File: src/sv/rgb_led_effect_generator_macros.svh
// Assertion macros shared by the RGB LED effect generator RTL.
// No dependencies; included by files that carry concurrent assertions.
`ifndef RGB_LED_EFFECT_GENERATOR_MACROS_SVH
`define RGB_LED_EFFECT_GENERATOR_MACROS_SVH

// Same-cycle implication, disabled while reset is asserted.
`define RGBLED_ASSERT_IMPL(label, clk, rst_n, ante, cons) \
    label: assert property (@(posedge clk) disable iff (!rst_n) (ante) |-> (cons)) \
        else $error("rgbled: implication check failed");

// Next-cycle implication, disabled while reset is asserted.
`define RGBLED_ASSERT_NEXT(label, clk, rst_n, ante, cons) \
    label: assert property (@(posedge clk) disable iff (!rst_n) (ante) |=> (cons)) \
        else $error("rgbled: next-cycle check failed");

`endif

File: src/sv/rgbled_pkg.sv
// Shared types, codes and helper functions for the RGB LED effect generator.
// No dependencies; used by the interfaces and every module.
package rgbled_pkg;

    localparam int SET_W           = 8;
    localparam int MAX_W           = 16;
    localparam int DUTY_OUT_W      = 16;
    localparam int PROD_W          = SET_W + MAX_W;
    localparam int REM_W           = 10;
    localparam int BYTE_FULL_SCALE = 255;

    localparam logic [MAX_W-1:0] MAX_LEVEL_RESET = 16'd999;

    typedef enum logic [1:0] {
        OP_TICK    = 2'd0,
        OP_SET     = 2'd1,
        OP_RESTART = 2'd2,
        OP_NOP     = 2'd3
    } op_t;

    typedef enum logic [2:0] {
        MODE_OFF    = 3'd0,
        MODE_STATIC = 3'd1,
        MODE_BLINK  = 3'd2,
        MODE_BREATH = 3'd3,
        MODE_SMOOTH = 3'd4
    } mode_t;

    typedef enum logic [1:0] {
        REG_MODE      = 2'd0,
        REG_COLOR     = 2'd1,
        REG_MAX_LEVEL = 2'd2
    } reg_idx_t;

    localparam logic [2:0] COLOR_RED     = 3'd0;
    localparam logic [2:0] COLOR_GREEN   = 3'd1;
    localparam logic [2:0] COLOR_BLUE    = 3'd2;
    localparam logic [2:0] COLOR_MAGENTA = 3'd3;
    localparam logic [2:0] COLOR_YELLOW  = 3'd4;
    localparam logic [2:0] COLOR_CYAN    = 3'd5;
    localparam logic [2:0] COLOR_WHITE   = 3'd6;

    typedef struct packed {
        mode_t            mode;
        logic [2:0]       color;
        logic [MAX_W-1:0] max_level;
    } cfg_t;

    typedef struct packed {
        logic advance;
        op_t  op;
    } step_t;

    // Tick view of the color: the unused code acts as white.
    function automatic logic color_has_red(input logic [2:0] c);
        return (c == COLOR_RED) || (c == COLOR_MAGENTA) || (c == COLOR_YELLOW) ||
               (c >= COLOR_WHITE);
    endfunction

    function automatic logic color_has_green(input logic [2:0] c);
        return (c == COLOR_GREEN) || (c == COLOR_YELLOW) || (c == COLOR_CYAN) ||
               (c >= COLOR_WHITE);
    endfunction

    function automatic logic color_has_blue(input logic [2:0] c);
        return (c == COLOR_BLUE) || (c == COLOR_MAGENTA) || (c == COLOR_CYAN) ||
               (c >= COLOR_WHITE);
    endfunction

    // Restart view of the color: the unused code lights nothing.
    function automatic logic preset_red(input logic [2:0] c);
        return (c == COLOR_RED) || (c == COLOR_MAGENTA) || (c == COLOR_YELLOW) ||
               (c == COLOR_WHITE);
    endfunction

    function automatic logic preset_green(input logic [2:0] c);
        return (c == COLOR_GREEN) || (c == COLOR_YELLOW) || (c == COLOR_CYAN) ||
               (c == COLOR_WHITE);
    endfunction

    function automatic logic preset_blue(input logic [2:0] c);
        return (c == COLOR_BLUE) || (c == COLOR_MAGENTA) || (c == COLOR_CYAN) ||
               (c == COLOR_WHITE);
    endfunction

endpackage

File: src/sv/rgbled_fx.sv
// Channel level and phase registers with the per-item effect update.
// Depends on rgbled_pkg for codes, config struct and color decode.
module rgbled_fx
    import rgbled_pkg::*;
#(
    parameter int DUTY_BITS = 16,
    localparam int LevelW = (DUTY_BITS > MAX_W) ? DUTY_BITS : MAX_W
) (
    input  logic              clk,
    input  logic              rst_n,
    input  cfg_t              cfg,
    input  step_t             step,
    input  logic [MAX_W-1:0]  set_red_q,
    input  logic [MAX_W-1:0]  set_green_q,
    input  logic [MAX_W-1:0]  set_blue_q,
    output logic [LevelW-1:0] red_level,
    output logic [LevelW-1:0] green_level,
    output logic [LevelW-1:0] blue_level
);

    localparam logic [LevelW-1:0] LevelMask = LevelW'({DUTY_BITS{1'b1}});

    logic [LevelW-1:0] red_level_reg, green_level_reg, blue_level_reg;
    logic [LevelW-1:0] red_level_next, green_level_next, blue_level_next;
    logic [1:0]        phase_reg, phase_next;
    logic [LevelW-1:0] max_ext;
    logic [LevelW-1:0] lead;
    logic [LevelW-1:0] lead_next;
    logic [LevelW-1:0] red_dn, red_up, green_dn, green_up, blue_dn, blue_up;

    function automatic logic [LevelW-1:0] lvl_dn(input logic [LevelW-1:0] v);
        return (v - LevelW'(1)) & LevelMask;
    endfunction

    function automatic logic [LevelW-1:0] lvl_up(input logic [LevelW-1:0] v);
        return (v + LevelW'(1)) & LevelMask;
    endfunction

    assign max_ext  = LevelW'(cfg.max_level);
    assign red_dn   = lvl_dn(red_level_reg);
    assign red_up   = lvl_up(red_level_reg);
    assign green_dn = lvl_dn(green_level_reg);
    assign green_up = lvl_up(green_level_reg);
    assign blue_dn  = lvl_dn(blue_level_reg);
    assign blue_up  = lvl_up(blue_level_reg);

    // Breath lead channel: green for green and cyan, blue for blue, else red.
    always_comb
    begin
        if ((cfg.color == COLOR_GREEN) || (cfg.color == COLOR_CYAN))
        begin
            lead = green_level_reg;
        end
        else if (cfg.color == COLOR_BLUE)
        begin
            lead = blue_level_reg;
        end
        else
        begin
            lead = red_level_reg;
        end
        lead_next = (phase_reg == 2'd0) ? lvl_dn(lead) : lvl_up(lead);
    end

    always_comb
    begin
        red_level_next   = red_level_reg;
        green_level_next = green_level_reg;
        blue_level_next  = blue_level_reg;
        phase_next       = phase_reg;
        if (step.advance)
        begin
            unique case (step.op)
                OP_TICK:
                begin
                    unique case (cfg.mode)
                        MODE_OFF:
                        begin
                            red_level_next   = '0;
                            green_level_next = '0;
                            blue_level_next  = '0;
                        end
                        MODE_STATIC:
                        begin
                            if (color_has_red(cfg.color))   red_level_next   = max_ext;
                            if (color_has_green(cfg.color)) green_level_next = max_ext;
                            if (color_has_blue(cfg.color))  blue_level_next  = max_ext;
                        end
                        MODE_BLINK:
                        begin
                            if (phase_reg == 2'd0)
                            begin
                                red_level_next   = '0;
                                green_level_next = '0;
                                blue_level_next  = '0;
                                phase_next       = 2'd1;
                            end
                            else
                            begin
                                if (color_has_red(cfg.color))   red_level_next   = max_ext;
                                if (color_has_green(cfg.color)) green_level_next = max_ext;
                                if (color_has_blue(cfg.color))  blue_level_next  = max_ext;
                                phase_next = 2'd0;
                            end
                        end
                        MODE_BREATH:
                        begin
                            if (phase_reg == 2'd0)
                            begin
                                if (lead_next == '0) phase_next = 2'd1;
                            end
                            else if (lead_next == max_ext)
                            begin
                                phase_next = 2'd0;
                            end
                            if ((cfg.color == COLOR_GREEN) || (cfg.color == COLOR_CYAN))
                            begin
                                green_level_next = lead_next;
                                if (cfg.color == COLOR_CYAN) blue_level_next = lead_next;
                            end
                            else if (cfg.color == COLOR_BLUE)
                            begin
                                blue_level_next = lead_next;
                            end
                            else
                            begin
                                red_level_next = lead_next;
                                if ((cfg.color == COLOR_MAGENTA) || (cfg.color >= COLOR_WHITE))
                                    blue_level_next = lead_next;
                                if ((cfg.color == COLOR_YELLOW) || (cfg.color >= COLOR_WHITE))
                                    green_level_next = lead_next;
                            end
                        end
                        MODE_SMOOTH:
                        begin
                            if (phase_reg == 2'd0)
                            begin
                                red_level_next  = red_dn;
                                blue_level_next = blue_up;
                                if ((red_dn == '0) && (blue_up == max_ext)) phase_next = 2'd1;
                            end
                            else if (phase_reg == 2'd1)
                            begin
                                blue_level_next  = blue_dn;
                                green_level_next = green_up;
                                if ((blue_dn == '0) && (green_up == max_ext)) phase_next = 2'd2;
                            end
                            else
                            begin
                                green_level_next = green_dn;
                                red_level_next   = red_up;
                                if ((green_dn == '0) && (red_up == max_ext)) phase_next = 2'd0;
                            end
                        end
                        default:
                        begin
                            // unused mode codes leave everything as is
                        end
                    endcase
                end
                OP_SET:
                begin
                    red_level_next   = LevelW'(set_red_q) & LevelMask;
                    green_level_next = LevelW'(set_green_q) & LevelMask;
                    blue_level_next  = LevelW'(set_blue_q) & LevelMask;
                end
                OP_RESTART:
                begin
                    red_level_next   = '0;
                    green_level_next = '0;
                    blue_level_next  = '0;
                    if (cfg.mode == MODE_BREATH)
                    begin
                        if (preset_red(cfg.color))   red_level_next   = max_ext;
                        if (preset_green(cfg.color)) green_level_next = max_ext;
                        if (preset_blue(cfg.color))  blue_level_next  = max_ext;
                    end
                    else if (cfg.mode == MODE_SMOOTH)
                    begin
                        red_level_next = max_ext;
                    end
                    phase_next = 2'd0;
                end
                OP_NOP:
                begin
                    // report the current levels unchanged
                end
            endcase
        end
    end

    always_ff @(posedge clk or negedge rst_n)
    begin
        if (!rst_n)
        begin
            red_level_reg   <= '0;
            green_level_reg <= '0;
            blue_level_reg  <= '0;
            phase_reg       <= 2'd0;
        end
        else
        begin
            red_level_reg   <= red_level_next;
            green_level_reg <= green_level_next;
            blue_level_reg  <= blue_level_next;
            phase_reg       <= phase_next;
        end
    end

    assign red_level   = red_level_reg;
    assign green_level = green_level_reg;
    assign blue_level  = blue_level_reg;

endmodule

File: config.mk
export PLATFORM = sky130hd
export DESIGN_NAME = rgbled_fx
export DESIGN_NICKNAME = d
export VERILOG_FILES = /design/src/sv/rgb_led_effect_generator_macros.svh /design/src/sv/rgbled_pkg.sv /design/src/sv/rgbled_fx.sv
export SDC_FILE = /design/constraint.sdc
export NUM_CORES = 1
export LEC_CHECK = 0
export BUFFER_PORTS_ARGS = -buffer_cell sky130_fd_sc_hd__buf_4
export CAP_MARGIN = 20
export CORE_MARGIN = 5
export CORE_UTILIZATION = 55
export CTS_CLUSTER_SIZE = 24
export DETAILED_ROUTE_END_ITERATION = 12
export PLACE_DENSITY = 0.84
export SLEW_MARGIN = 20
export SYNTH_ARGS = -nofsm -noshare
export SYNTH_HDL_FRONTEND = slang
export SYNTH_SLANG_ARGS = --single-unit
export TNS_END_PERCENT = 100
File: constraint.sdc
create_clock -name clk -period 4.25 [get_ports clk]
set_input_delay 0.2125 -clock clk [delete_from_list [all_inputs] [get_ports clk]]
set_output_delay 0.2125 -clock clk [all_outputs]
set_load 0.02 [all_outputs]
==> impl_summary.log <==
[metrics] slowest stage cell, crit path: dfrtp_1
[metrics] Min Clock Period, post-route: 4.05 ns
[metrics] share of the synthesized netlist area taken by xor and xnor gates: 0.104
[metrics] via count of the first global-routing pass: 9984
[metrics] Static Leak: 4.06 nW
[metrics] Die Y-Extent: 138 um
[metrics] cell area after layout: 10300 um2
[metrics] highest clock frequency the design can meet: 247 MHz
[metrics] total count of max-transition violations in the final report: 0
[metrics] Yosys reg bits: 50
[metrics] Placed Cells: 1581
[metrics] pre-CTS setup slack: 0.201 ns
[metrics] Layout fillers: 1461
[metrics] min-delay worst type: in2async
[metrics] global-route wire length before repair: 61300 um
[metrics] Seq. cell area: 1250 um2
[metrics] failing checks: negative hold slack
[metrics] setup repair after global routing missed its margin: no
[metrics] post-route DRC violation count: 0
[metrics] net count after synthesis: 1416
[metrics] Max clock buf depth: 2
[metrics] fraction of final layout cells sized beyond drive strength 1: 0.173
[metrics] Final GP Congestion: 1.07
[metrics] CP startpoint kind: register
[metrics] vias per cell: 7.13
[metrics] area fraction in compound gates after synthesis: 0.341
[metrics] average cell area after synthesis: 6.83 um2
[metrics] main combinational cell family by area after synthesis: compound AO/OA/AOI/OAI gates
[metrics] stage delay of the slowest cell on the critical path: 0.48 ns
[metrics] number of placement rows: 46
[metrics] total die area: 18900 um2
[metrics] number of gates given a new drive strength after cts: 0
[metrics] worst clock skew: 0.0167 ns
[metrics] share of synthesized area occupied by flip-flops and latches: 0.140
[metrics] cts hold-fix bufs: 0
[metrics] final standard cell count with taps included and fillers excluded: 1591
[metrics] I/O pin count: 123
[metrics] count of distinct cell types in the synthesized netlist: 79
[metrics] total routing resource utilization after global routing: 0.427
[metrics] outcome: finished with violations
[metrics] Power per Cell Area: 435 nW/um2
[metrics] drt pass-1 iters: 6
[metrics] endpoint type of the worst setup path: register
[metrics] Synth Cell Area: 8960 um2
[metrics] total gr overflow: 0
[metrics] drt total wl: 40900 um
[metrics] post-DP HPWL: 29500 um
[metrics] post-synthesis share of cell area spent on and, or, nand and nor gates: 0.252
[metrics] share of synthesized cell area in full adder, half adder and majority cells: 0.0414
[metrics] H-tree depth: 2
[metrics] later-pin clock latency in the skew report: 0.33 ns
[metrics] fin crit share: 0.953
[metrics] count of antenna-violating nets left after detailed routing: 0
[metrics] Mapped Cells: 1312
[metrics] Post-synth ARST share: 1.00
[metrics] die extent in x: 138 um
[metrics] area taken by multi-input logic gates: 7080 um2
[metrics] delay-heaviest family, CP: compound AO/OA/AOI/OAI gates
[metrics] maximum number of pins on one net before global-route repair: 52
[metrics] cell area after placement: 10100 um2
[metrics] number of clock buffers inserted by TritonCTS: 5
[metrics] Peak VDD IR: 0.403 mV
[metrics] clock sink count: 50
[metrics] synth-to-layout area growth: 15.2%
[metrics] clock-pin transition on the worst setup and hold timing paths: 0.08 ns
[metrics] transition time at the pin with the least slew margin: 1.11 ns
[metrics] worst hold margin: -0.0410 ns
[metrics] most common library cell in the layout ignoring fill and taps: buf_4
[metrics] data arrival time of the critical path: 4.26 ns
[metrics] setup fix buffers added after clock tree synthesis: 0
[metrics] initial drt markers: 1649
[metrics] final setup violation count: 0
[metrics] Top FF cell, synth: dfrtp_1
[metrics] total vias in the final route: 11343
[metrics] setup total negative slack: 0 ns
[metrics] count of final hold-check violations: 27
[metrics] core area: 15900 um2
[metrics] nets@finish: 1476
[metrics] CTS tree: yes
[metrics] required time at the worst-slack endpoint: 4.46 ns
[metrics] headroom to the max-slew limit: 0.261
[metrics] average wire length per cell after detail routing: 25.7 um
[metrics] count of flip-flops with a built-in enable after synthesis: 0
[metrics] # port buffers: 122
[metrics] initial standard-cell utilization of the core: 0.562
[metrics] critical setup path kind: reg2reg
[metrics] worst-case setup margin in the final layout: 0.198 ns
[metrics] synthesis warning total: 0
[metrics] crit-path max FO: 8
[metrics] cell breakdown of the critical path: inv_1 -> nor2_1 -> a211oi_1 -> a21oi_1 -> fa_1 -> a211oi_1 -> o21bai_1 -> buf_4 -> o2111ai_1 -> o311ai_0 -> a21oi_1 -> xnor2_1 -> nor4_1 -> nand4_1 -> a41oi_2 -> mux2_1
[metrics] Clock Root Buffer: clkbuf_16
[metrics] multiplexer share of the synthesized area: 0.0500
[metrics] initial antenna violation count: 2
[metrics] total of max-cap violations: 0
[metrics] WP buf/inv: 2
[metrics] leading cell types in the layout, fill and taps excluded: buf_4, a21oi_1, nand2_1
==> routing by layer <==
| metal | vias to the layer above | part of all wire | track usage |
|---|---|---|---|
| li1 | 4990 | - | - |
| met1 | 5209 | 0.37 | 0.566 |
| met4 | 2 | 0.074 | 0.259 |
| met5 | - | 0.00032 | 0 |
| met2 | 958 | 0.40 | 0.597 |
| met3 | 184 | 0.16 | 0.136 |
==> cell families (layout without fill, tap and decap cells) <==
family,Yosys count,count (layout)
and+or+nand+nor,457,457
buffers and inverters,163,224
AOI/OAI and AO/OA,465,465
other,0,2
DFF,50,50
adders and majority gates,29,29
muxes,43,43
xor gates and xnor gates,105,105
==> power breakdown <==
| part | switching [mW] | total (mW) | internal (mW) | leakage [nW] |
|---|---|---|---|---|
| clock network | 0.244 | 0.525 | 0.281 | 0.0781 |
| logic | 2.01 | 3.24 | 1.23 | 3.36 |
| registers | 0.171 | 0.725 | 0.553 | 0.617 |
| total | 2.43 | 4.49 | 2.06 | 4.06 |
==> synthesized netlist by cell type, types with 11 or more instances <==
| cell | n | area, um2 |
|---|---|---|
| or3_1 | 15 | 93.8 |
| o21ai_0 | 95 | 475 |
| dfrtp_1 | 50 | 1250 |
| inv_1 | 22 | 82.6 |
| ha_1 | 28 | 350 |
| mux2_2 | 12 | 135 |
| xnor2_1 | 67 | 587 |
| nor3_1 | 41 | 205 |
| o31ai_1 | 11 | 82.6 |
| a221oi_1 | 16 | 140 |
| nor4_1 | 21 | 131 |
| xor2_1 | 37 | 324 |
| mux2i_1 | 29 | 290 |
| nand4_1 | 19 | 119 |
| a22o_1 | 48 | 420 |
| clkbuf_1 | 117 | 439 |
| nand3_1 | 40 | 200 |
| a31oi_1 | 15 | 93.8 |
| a211oi_1 | 11 | 82.6 |
| a21oi_1 | 159 | 796 |
| nor2_1 | 112 | 420 |
| nand2_1 | 125 | 469 |
==> layout make-up <==
type / count / share of cell area
flip-flops and latches: 50 / 0.121
repair buffers: 193 / 0.142
diodes: 2 / 0.000485
clock inverters: 1 / 0.00291
clock buffers: 7 / 0.0129
inverters: 23 / 0.00837
well taps: 216 / 0.0262
multi-input cells: 1099 / 0.686
==> final timing paths <==
path	to	startpoint	cells after the start	slack (ns)
max in group asynchronous	red_level[0]	rst_n	1	3.69
max reg2reg	phase_reg[0]	blue_level[1]	16	0.20
min	blue_level[8]	rst_n	1	-0.04
min reg2reg	phase_reg[0]	phase_reg[0]	1	0.56
min in group clk	red_level[11]	set_red_q[11]	4	0.30
max	phase_reg[0]	blue_level[1]	16	0.20
==> stage by stage <==
stage           util  power, mW
2_1_floorplan      -       2.85
3_3_place_gp   0.636       3.82
3_5_place_dp   0.636       3.85
4_1_cts        0.647       4.37
5_1_grt        0.647       4.73
6_report       0.647       4.49
No activity file was read; power rests on OpenSTA's default activity.
