==> src/sv/rgb_led_effect_generator_macros.svh <==
// Assertion macros shared by the RGB LED effect generator RTL.
// No dependencies; included by files that carry concurrent assertions.
`ifndef RGB_LED_EFFECT_GENERATOR_MACROS_SVH
`define RGB_LED_EFFECT_GENERATOR_MACROS_SVH

// Same-cycle implication, disabled while reset is asserted.
`define RGBLED_ASSERT_IMPL(label, clk, rst_n, ante, cons) \
    label: assert property (@(posedge clk) disable iff (!rst_n) (ante) |-> (cons)) \
        else $error("rgbled: implication check failed");

// Next-cycle implication, disabled while reset is asserted.
`define RGBLED_ASSERT_NEXT(label, clk, rst_n, ante, cons) \
    label: assert property (@(posedge clk) disable iff (!rst_n) (ante) |=> (cons)) \
        else $error("rgbled: next-cycle check failed");

`endif

==> src/sv/rgbled_pkg.sv <==
// Shared types, codes and helper functions for the RGB LED effect generator.
// No dependencies; used by the interfaces and every module.
package rgbled_pkg;

    localparam int SET_W           = 8;
    localparam int MAX_W           = 16;
    localparam int DUTY_OUT_W      = 16;
    localparam int PROD_W          = SET_W + MAX_W;
    localparam int REM_W           = 10;
    localparam int BYTE_FULL_SCALE = 255;

    localparam logic [MAX_W-1:0] MAX_LEVEL_RESET = 16'd999;

    typedef enum logic [1:0] {
        OP_TICK    = 2'd0,
        OP_SET     = 2'd1,
        OP_RESTART = 2'd2,
        OP_NOP     = 2'd3
    } op_t;

    typedef enum logic [2:0] {
        MODE_OFF    = 3'd0,
        MODE_STATIC = 3'd1,
        MODE_BLINK  = 3'd2,
        MODE_BREATH = 3'd3,
        MODE_SMOOTH = 3'd4
    } mode_t;

    typedef enum logic [1:0] {
        REG_MODE      = 2'd0,
        REG_COLOR     = 2'd1,
        REG_MAX_LEVEL = 2'd2
    } reg_idx_t;

    localparam logic [2:0] COLOR_RED     = 3'd0;
    localparam logic [2:0] COLOR_GREEN   = 3'd1;
    localparam logic [2:0] COLOR_BLUE    = 3'd2;
    localparam logic [2:0] COLOR_MAGENTA = 3'd3;
    localparam logic [2:0] COLOR_YELLOW  = 3'd4;
    localparam logic [2:0] COLOR_CYAN    = 3'd5;
    localparam logic [2:0] COLOR_WHITE   = 3'd6;

    typedef struct packed {
        mode_t            mode;
        logic [2:0]       color;
        logic [MAX_W-1:0] max_level;
    } cfg_t;

    typedef struct packed {
        logic advance;
        op_t  op;
    } step_t;

    // Tick view of the color: the unused code acts as white.
    function automatic logic color_has_red(input logic [2:0] c);
        return (c == COLOR_RED) || (c == COLOR_MAGENTA) || (c == COLOR_YELLOW) ||
               (c >= COLOR_WHITE);
    endfunction

    function automatic logic color_has_green(input logic [2:0] c);
        return (c == COLOR_GREEN) || (c == COLOR_YELLOW) || (c == COLOR_CYAN) ||
               (c >= COLOR_WHITE);
    endfunction

    function automatic logic color_has_blue(input logic [2:0] c);
        return (c == COLOR_BLUE) || (c == COLOR_MAGENTA) || (c == COLOR_CYAN) ||
               (c >= COLOR_WHITE);
    endfunction

    // Restart view of the color: the unused code lights nothing.
    function automatic logic preset_red(input logic [2:0] c);
        return (c == COLOR_RED) || (c == COLOR_MAGENTA) || (c == COLOR_YELLOW) ||
               (c == COLOR_WHITE);
    endfunction

    function automatic logic preset_green(input logic [2:0] c);
        return (c == COLOR_GREEN) || (c == COLOR_YELLOW) || (c == COLOR_CYAN) ||
               (c == COLOR_WHITE);
    endfunction

    function automatic logic preset_blue(input logic [2:0] c);
        return (c == COLOR_BLUE) || (c == COLOR_MAGENTA) || (c == COLOR_CYAN) ||
               (c == COLOR_WHITE);
    endfunction

endpackage

==> src/sv/rgbled_div255.sv <==
// Divide a registered 8x16 product by 255 without a divider.
// Depends on rgbled_pkg for widths and the divisor.
module rgbled_div255
    import rgbled_pkg::*;
(
    input  logic [PROD_W-1:0] prod,
    output logic [MAX_W-1:0]  quot
);

    logic [MAX_W:0]    quot_est;
    logic [PROD_W:0]   est_times;
    logic [PROD_W:0]   rem_full;
    logic [REM_W-1:0]  rem;
    logic [1:0]        corr;

    // p/256 + p/65536 never overshoots p/255 and is short by less than four.
    assign quot_est  = (MAX_W+1)'(prod[PROD_W-1:8]) + (MAX_W+1)'(prod[PROD_W-1:16]);
    assign est_times = {quot_est, 8'd0} - (PROD_W+1)'(quot_est);
    assign rem_full  = (PROD_W+1)'(prod) - est_times;
    assign rem       = rem_full[REM_W-1:0];

    assign corr = 2'(rem >= REM_W'(BYTE_FULL_SCALE)) + 2'(rem >= REM_W'(2 * BYTE_FULL_SCALE))
                + 2'(rem >= REM_W'(3 * BYTE_FULL_SCALE));

    assign quot = MAX_W'(quot_est + (MAX_W+1)'(corr));

endmodule

==> config.mk <==
export PLATFORM = sky130hd
export DESIGN_NAME = rgbled_div255
export DESIGN_NICKNAME = d
export VERILOG_FILES = /design/src/sv/rgb_led_effect_generator_macros.svh /design/src/sv/rgbled_pkg.sv /design/src/sv/rgbled_div255.sv
export SDC_FILE = /design/constraint.sdc
export NUM_CORES = 1
export LEC_CHECK = 0
export ABC_AREA = 1
export BUFFER_PORTS_ARGS = -buffer_cell sky130_fd_sc_hd__buf_2
export CORE_MARGIN = 2
export CORE_UTILIZATION = 38
export DETAILED_ROUTE_END_ITERATION = 8
export GPL_TIMING_DRIVEN = 1
export PLACE_DENSITY_LB_ADDON = 0.05
export SETUP_SLACK_MARGIN = 0.3
export SLEW_MARGIN = 20
export SYNTH_ARGS = -nofsm -noshare
export SYNTH_HDL_FRONTEND = slang
export SYNTH_SLANG_ARGS = --single-unit
==> constraint.sdc <==
create_clock -name vclk -period 4.8
set_clock_uncertainty 0.15 [all_clocks]
set_input_delay 0.24 -clock vclk [all_inputs]
set_output_delay 0.24 -clock vclk [all_outputs]
set_load 0.05 [all_outputs]
==> results.py, run 1 <==
metrics = {
    "critical_path": {
        "cp-end-kind": "output port",
        "startpoint_type": "input port",
        "path_class": "input port to output port",
        "crit_arrival_ps": 4760,
        "worstPathMaxFanout": 4,
        "cpPeakStageDelay_ps": 560,
        "cp.required_ps": 4410,
        "cp_common_cell": "nand2_1",
        "slowest_stage": "fa_2",
    },
    "final_layout": {
        "drive_above_1_share_pct": 44.5,
        "fin_cells": 524,
        "nClkBuffers": 0,
        "n_sequential_cell": 0,
        "multi_input_area_um2": 1970,
        "fin_nets": 522,
        "insertedDiodeCount": 0,
        "post-route-util_pct": 70.4,
        "seq_area_um2": 0,
        "syn_to_final_growth_pct": 79.2,
        "fill_cells": 425,
    },
    "die": {
        "die_h_um": 73.7,
        "initial_core_util_pct": 39.3,
        "rows": 25,
        "core_area_um2": 4690,
        "die-area_um2": 5430,
        "ios": 40,
        "die_x_um": 73.7,
    },
    "yosys": {
        "synth_top_area_share_pct": 24.2,
        "ys_types": 26,
        "synth_cells": 350,
        "synthXorXnorAreaFrac_pct": 9.29,
        "yosys-top-cells-count": "119 x nand2_1, 75 x inv_1, 40 x nand3_1",
        "synth.area.mux_share_pct": 0,
        "synth_compound_area_share_pct": 4.07,
        "synth_top_family_by_area": "simple AND/OR/NAND/NOR gates",
        "synthTopCellsByArea": "nand2_1 24%, ha_1 16%, inv_1 15%",
        "synth_nets": 400,
        "synth.most_common_cell": "nand2_1",
        "synth-adder-area-share_pct": 18.9,
        "yosys.area.top_type": "nand2_1",
        "syn_area_um2": 1840,
        "synthSimpleGateAreaFrac_pct": 51.9,
        "syn_avg_cell_area_um2": 5.27,
        "ys_seq_area_share_pct": 0,
        "ys.warnings.count": 0,
    },
    "power_and_ir_drop": {
        "p_leak_nw": 1.78,
        "ir_drop_uv": 515,
        "seq_power_share_pct": 0,
        "power_switching_w": 0.000706,
        "switching_share_pct": 56.4,
        "p_per_area_nw_per_um2": 379,
        "p_int_w": 0.000545,
        "clkPwrFrac_pct": 0,
        "combinationalPowerShare_pct": 100.0,
    },
    "grt": {
        "track_usage_pct": 22.8,
        "grt_max_degree": 7,
        "grt.overflow.total": 0,
        "antenna_found_initial": 0,
        "grt_pass1_wl_um": 10100,
        "grt_pass1_vias": 2370,
    },
    "drt": {
        "routed_wl_um": 5890,
        "vias": 2548,
        "drtIter0Drc": 123,
        "antenna_left": 0,
        "drtPass1Iterations": 4,
        "drcViolationCount": 0,
        "avgViaCountPerCell": 4.86,
        "avgRoutedWirePerCell_um": 11.2,
    },
    "sta": {
        "rsz0062_at_grt": "yes",
        "final_max_slew_viol_count": 0,
        "hold_viol_final": 0,
        "max_freq_mhz": 194,
        "post-route-period-util_pct": 107,
        "setup_violations": 14,
        "slew_headroom_pct": 75.1,
        "fin_ws_ps": -349,
        "tightest_slew_ps": 369,
        "period_needed_ps": 5150,
    },
    "placed_design": {
        "gp_congestion": 0.848,
        "hpwl_um": 4880,
        "io_buffers": 40,
        "place_inst": 510,
    },
    "clocking": {
        "cts_hold_buf": 0,
    },
    "job": {
        "maxCapViolCount": 0,
    },
    "outcome": {
        "status": "complete, but fails checks",
        "violations": "setup timing",
    },
    "worst_hold_path": {
        "whs_path_depth": 7,
        "hp-class": "input port to output port",
    },
}
[path summary, 6_finish.rpt]
kind	start	end	slack [ps]
min	prod[23]	quot[15]	910
max	prod[16]	quot[12]	-350
[cell families (layout without fill, tap and decap cells)]
group | count (synthesis) | after routing
AO/OA/AOI/OAI | 13 | 13
adder cells (fa/ha/maj) | 26 | 26
AND/OR/NAND/NOR | 216 | 216
XOR/XNOR | 17 | 17
buffers and inverters | 78 | 198
[cell usage in the layout (no fill, tap or decap), types with 2 or more instances in the layout]
cell type   instances
nand2_4             4
xnor2_2             2
nand4_1            13
buf_8               9
nand3_1            33
nand3b_1            3
ha_1               11
nand3_4             4
clkinvlp_4          3
a21oi_1             3
buf_2              23
buf_6              13
xor2_1              7
nand3_2             6
o21ai_0             2
nor2_2              4
nand2_2            17
nor2_1             20
inv_1              63
inv_2              12
nor2_4              5
xor2_2              5
ha_4               11
buf_4              75
nand2_1           100
fa_2                3
or2_2               3
a21oi_2             3
[area by class of cell]
class,count,share of cell area [%]
well taps,54,2.04
repair buffers,120,29.0
inverters,78,9.20
multi-input cells,272,59.7
[repair_timing]
action,CTS,global route
resized for setup,76,22
buffers inserted,9,5
gates cloned,0,0
pin swaps,33,12
endpoints found under the setup margin,15,15
[per-layer routing]
metal | wire length, um | GRT usage, % | vias up
met5 | 0 | 0 | -
met4 | 31 | 1.62 | 0
met3 | 273 | 0.549 | 4
met2 | 2930 | 40.8 | 76
met1 | 2650 | 31.7 | 1136
li1 | - | - | 1332
[power groups by stage]
| stage | combinational (W) | sequential [W] | clock [W] |
|---|---|---|---|
| 2_1_floorplan | 0.000706 | 0 | 0 |
| 4_1_cts | 0.00117 | 0 | 0 |
| 6_report | 0.00125 | 0 | 0 |
| 3_3_place_gp | 0.000951 | 0 | 0 |
| 3_5_place_dp | 0.000953 | 0 | 0 |
| 5_1_grt | 0.00135 | 0 | 0 |
[metrics by stage]
stage	power, W	TNS, ps	worst slack (ps)	cell area (um2)	hold WS (ps)
after CTS	0.00117	-2970	-370	3170	919
after detailed placement	0.000953	-6040	-623	2800	965
after global placement	0.000951	-5590	-575	2800	959
after floorplan	0.000706	-1150	-200	2030	671
after global routing	0.00135	-7070	-624	3300	986
final	0.00125	-3360	-349	3300	912
[worst max-delay path, delay by kind of cell]
kind,cells,cell delay [ps]
compound gates,2,300
xor+xnor,1,130
simple gates,19,1980
fa+ha+maj,6,1580
buf+inv,7,530
(Power assumes the default switching activity.)
==> run 2, diff against run 1 <==
--- a/config.mk
+++ b/config.mk
@@ -5,7 +5,6 @@
 export SDC_FILE = /design/constraint.sdc
 export NUM_CORES = 1
 export LEC_CHECK = 0
-export ABC_AREA = 1
 export BUFFER_PORTS_ARGS = -buffer_cell sky130_fd_sc_hd__buf_2
 export CORE_MARGIN = 2
 export CORE_UTILIZATION = 38
==> run 2 against run 1 <==
Against the previous run:
- synthesized cell count is 42% lower
- the run still ends with setup timing left
- worst setup slack worse by 490 ps
- via count is 26% lower
- core utilization is 7.2 points higher
- total power is 19% higher
- flip-flop and latch count stayed put
- fmax is 8.7% lower
- largest cell class unchanged
- sequential share of layout area stayed put
- critical path depth is 6 lower
- combinational power is 19% higher
- synthesized area is 15% lower
- cell count is 29% lower
==> results.py, run 2 <==
metrics = {
    "critical_path": {
        "cpPeakStageDelay_ps": 500,
        "worstPathMaxFanout": 3,
        "crit_arrival_ps": 5250,
        "cp.required_ps": 4410,
        "slowest_stage": "fa_2",
        "setup.worst_path.start": "prod[16]",
        "path_class": "input port to output port",
        "cp-end-kind": "output port",
        "startpoint_type": "input port",
    },
    "final_layout": {
        "mostFrequentLayoutCell": "buf_4",
        "nClkBuffers": 0,
        "insertedDiodeCount": 0,
        "fill_cells": 284,
        "fin_nets": 373,
        "seq_area_um2": 0,
        "final_cell_mix": "76 x buf_4, 24 x inv_1, 21 x buf_2",
        "n_sequential_cell": 0,
        "fin_cells": 371,
        "syn_to_final_growth_pct": 97.2,
        "drive_above_1_share_pct": 59.5,
    },
    "die": {
        "core_area_um2": 3970,
        "die-area_um2": 4640,
        "initial_core_util_pct": 39.4,
        "ios": 40,
        "die_h_um": 68.1,
        "die_x_um": 68.1,
        "rows": 23,
    },
    "drt": {
        "drtIter0Drc": 75,
        "drcViolationCount": 0,
        "antenna_left": 0,
        "vias": 1882,
        "dr_wl_met3_um": 80,
        "routed_wl_um": 5190,
        "met1_length_um": 2540,
        "avgRoutedWirePerCell_um": 14.0,
        "dr_wl_met2_um": 2570,
        "drtPass1Iterations": 4,
        "top_layer": "met3",
        "avgViaCountPerCell": 5.07,
    },
    "worst_hold_path": {
        "whs_path_depth": 4,
        "min_to": "quot[11]",
        "hp-start": "prod[19]",
        "hp-class": "input port to output port",
    },
    "sta": {
        "max_freq_mhz": 177,
        "setup_violations": 15,
        "rsz0062_at_grt": "yes",
        "slew_headroom_pct": 62.3,
        "period_needed_ps": 5640,
        "hold_viol_final": 0,
        "post-route-period-util_pct": 118,
        "final_max_slew_viol_count": 0,
        "tightest_slew_ps": 564,
        "hold_ws_ps": 832,
        "fin_ws_ps": -841,
    },
    "grt": {
        "track_usage_pct": 23.0,
        "grt_pass1_vias": 1797,
        "antenna_found_initial": 0,
        "grt_max_degree": 8,
        "grt_pass1_wl_um": 8220,
        "grt.overflow.total": 0,
    },
    "placed_design": {
        "hpwl_um": 4160,
        "io_buffers": 40,
        "gp_congestion": 0.818,
        "place_inst": 358,
    },
    "power_and_ir_drop": {
        "p_leak_nw": 1.40,
        "clkPwrFrac_pct": 0,
        "p_int_w": 0.000706,
        "p_per_area_nw_per_um2": 484,
        "ir_drop_uv": 936,
        "seq_power_share_pct": 0,
        "switching_share_pct": 52.6,
        "power_switching_w": 0.000784,
        "combinationalPowerShare_pct": 100.0,
    },
    "yosys": {
        "ys_seq_area_share_pct": 0,
        "synthTopCellsByArea": "ha_1 18%, xnor2_1 12%, inv_1 6.2%",
        "synth_cells": 203,
        "yosys.area.top_type": "ha_1",
        "syn_avg_cell_area_um2": 7.70,
        "synth_top_area_share_pct": 18.4,
        "syn_area_um2": 1560,
        "synth.most_common_cell": "inv_1",
        "yosys-top-cells-count": "26 x inv_1, 23 x ha_1, 22 x xnor2_1",
        "ys.warnings.count": 0,
        "synth_nets": 253,
        "ys_types": 58,
    },
    "outcome": {
        "status": "complete, but fails checks",
        "violations": "setup timing",
    },
    "job": {
        "maxCapViolCount": 0,
    },
}
## run 2: changes by cell type after synthesis, sizes merged, moves of 5 or more
cell	delta
nand4	-8
xnor2	+19
nand2b	+5
nand3	-38
inv	-52
nor2	-21
a21oi	+5
o21ai	+5
nand2	-108
## run 2: critical path, delay by kind of cell
family | cells | cell delay (ps)
adders and majority gates | 6 | 1750
and+or+nand+nor | 10 | 1480
buffers and inverters | 6 | 720
AOI/OAI and AO/OA | 4 | 690
xor gates and xnor gates | 3 | 360
## run 2: stage by stage
step,utilization (%),setup slack (ps),setup TNS (ps),total power (W),area (um2)
2_1_floorplan,-,-683,-7160,0.000931,1930
3_3_place_gp,67.5,-999,-11810,0.00117,2680
3_5_place_dp,67.5,-1080,-13080,0.00119,2680
4_1_cts,75.1,-791,-9290,0.00144,2980
5_1_grt,77.6,-1090,-14230,0.00159,3080
6_report,77.6,-841,-10530,0.00149,3080
## run 2: routing by layer
metal / up-vias / track usage, %
met2: 31 / 39.7
li1: 972 / -
met4: 0 / 1.00
met3: 0 / 0
met5: - / 0
met1: 879 / 33.9
## run 2: layout make-up
type	count	area, um2	area share [%]
well taps	50	62.6	2.03
repair buffers	118	927	30.1
inverters	26	97.6	3.17
multi-input cells	177	1990	64.7
## run 2: logic make-up (layout without fill, tap and decap cells)
kind of cell / Yosys count / after routing / synth area share [%]
mux: 2 / 2 / 1.36
compound gates: 50 / 50 / 23.9
fa+ha+maj: 26 / 26 / 22.3
xor+xnor: 33 / 33 / 19.9
simple gates: 66 / 66 / 26.3
buf+inv: 26 / 144 / 6.24
## run 2: power groups by stage
stage,clock (W),sequential (W),combinational (W)
5_1_grt,0,0,0.00159
4_1_cts,0,0,0.00144
3_3_place_gp,0,0,0.00117
6_report,0,0,0.00149
2_1_floorplan,0,0,0.000931
3_5_place_dp,0,0,0.00119
## run 2: what timing repair did
| item | in CTS | in global routing |
|---|---|---|
| endpoints found under the setup margin | 16 | 16 |
| buffers inserted | 10 | 3 |
| resized for setup | 54 | 14 |
| pin swaps | 31 | 11 |
| hold buffers | 0 | 0 |
## run 2: how the worst max path moves through the flow
stage | endpoint | slack [ps] | cells after the start
finish | quot[14] | -840 | 29
global route | quot[12] | -1090 | 26
CTS | quot[14] | -790 | 29
detailed placement | quot[11] | -1080 | 27
global placement | quot[11] | -1000 | 27
floorplan | quot[13] | -680 | 22
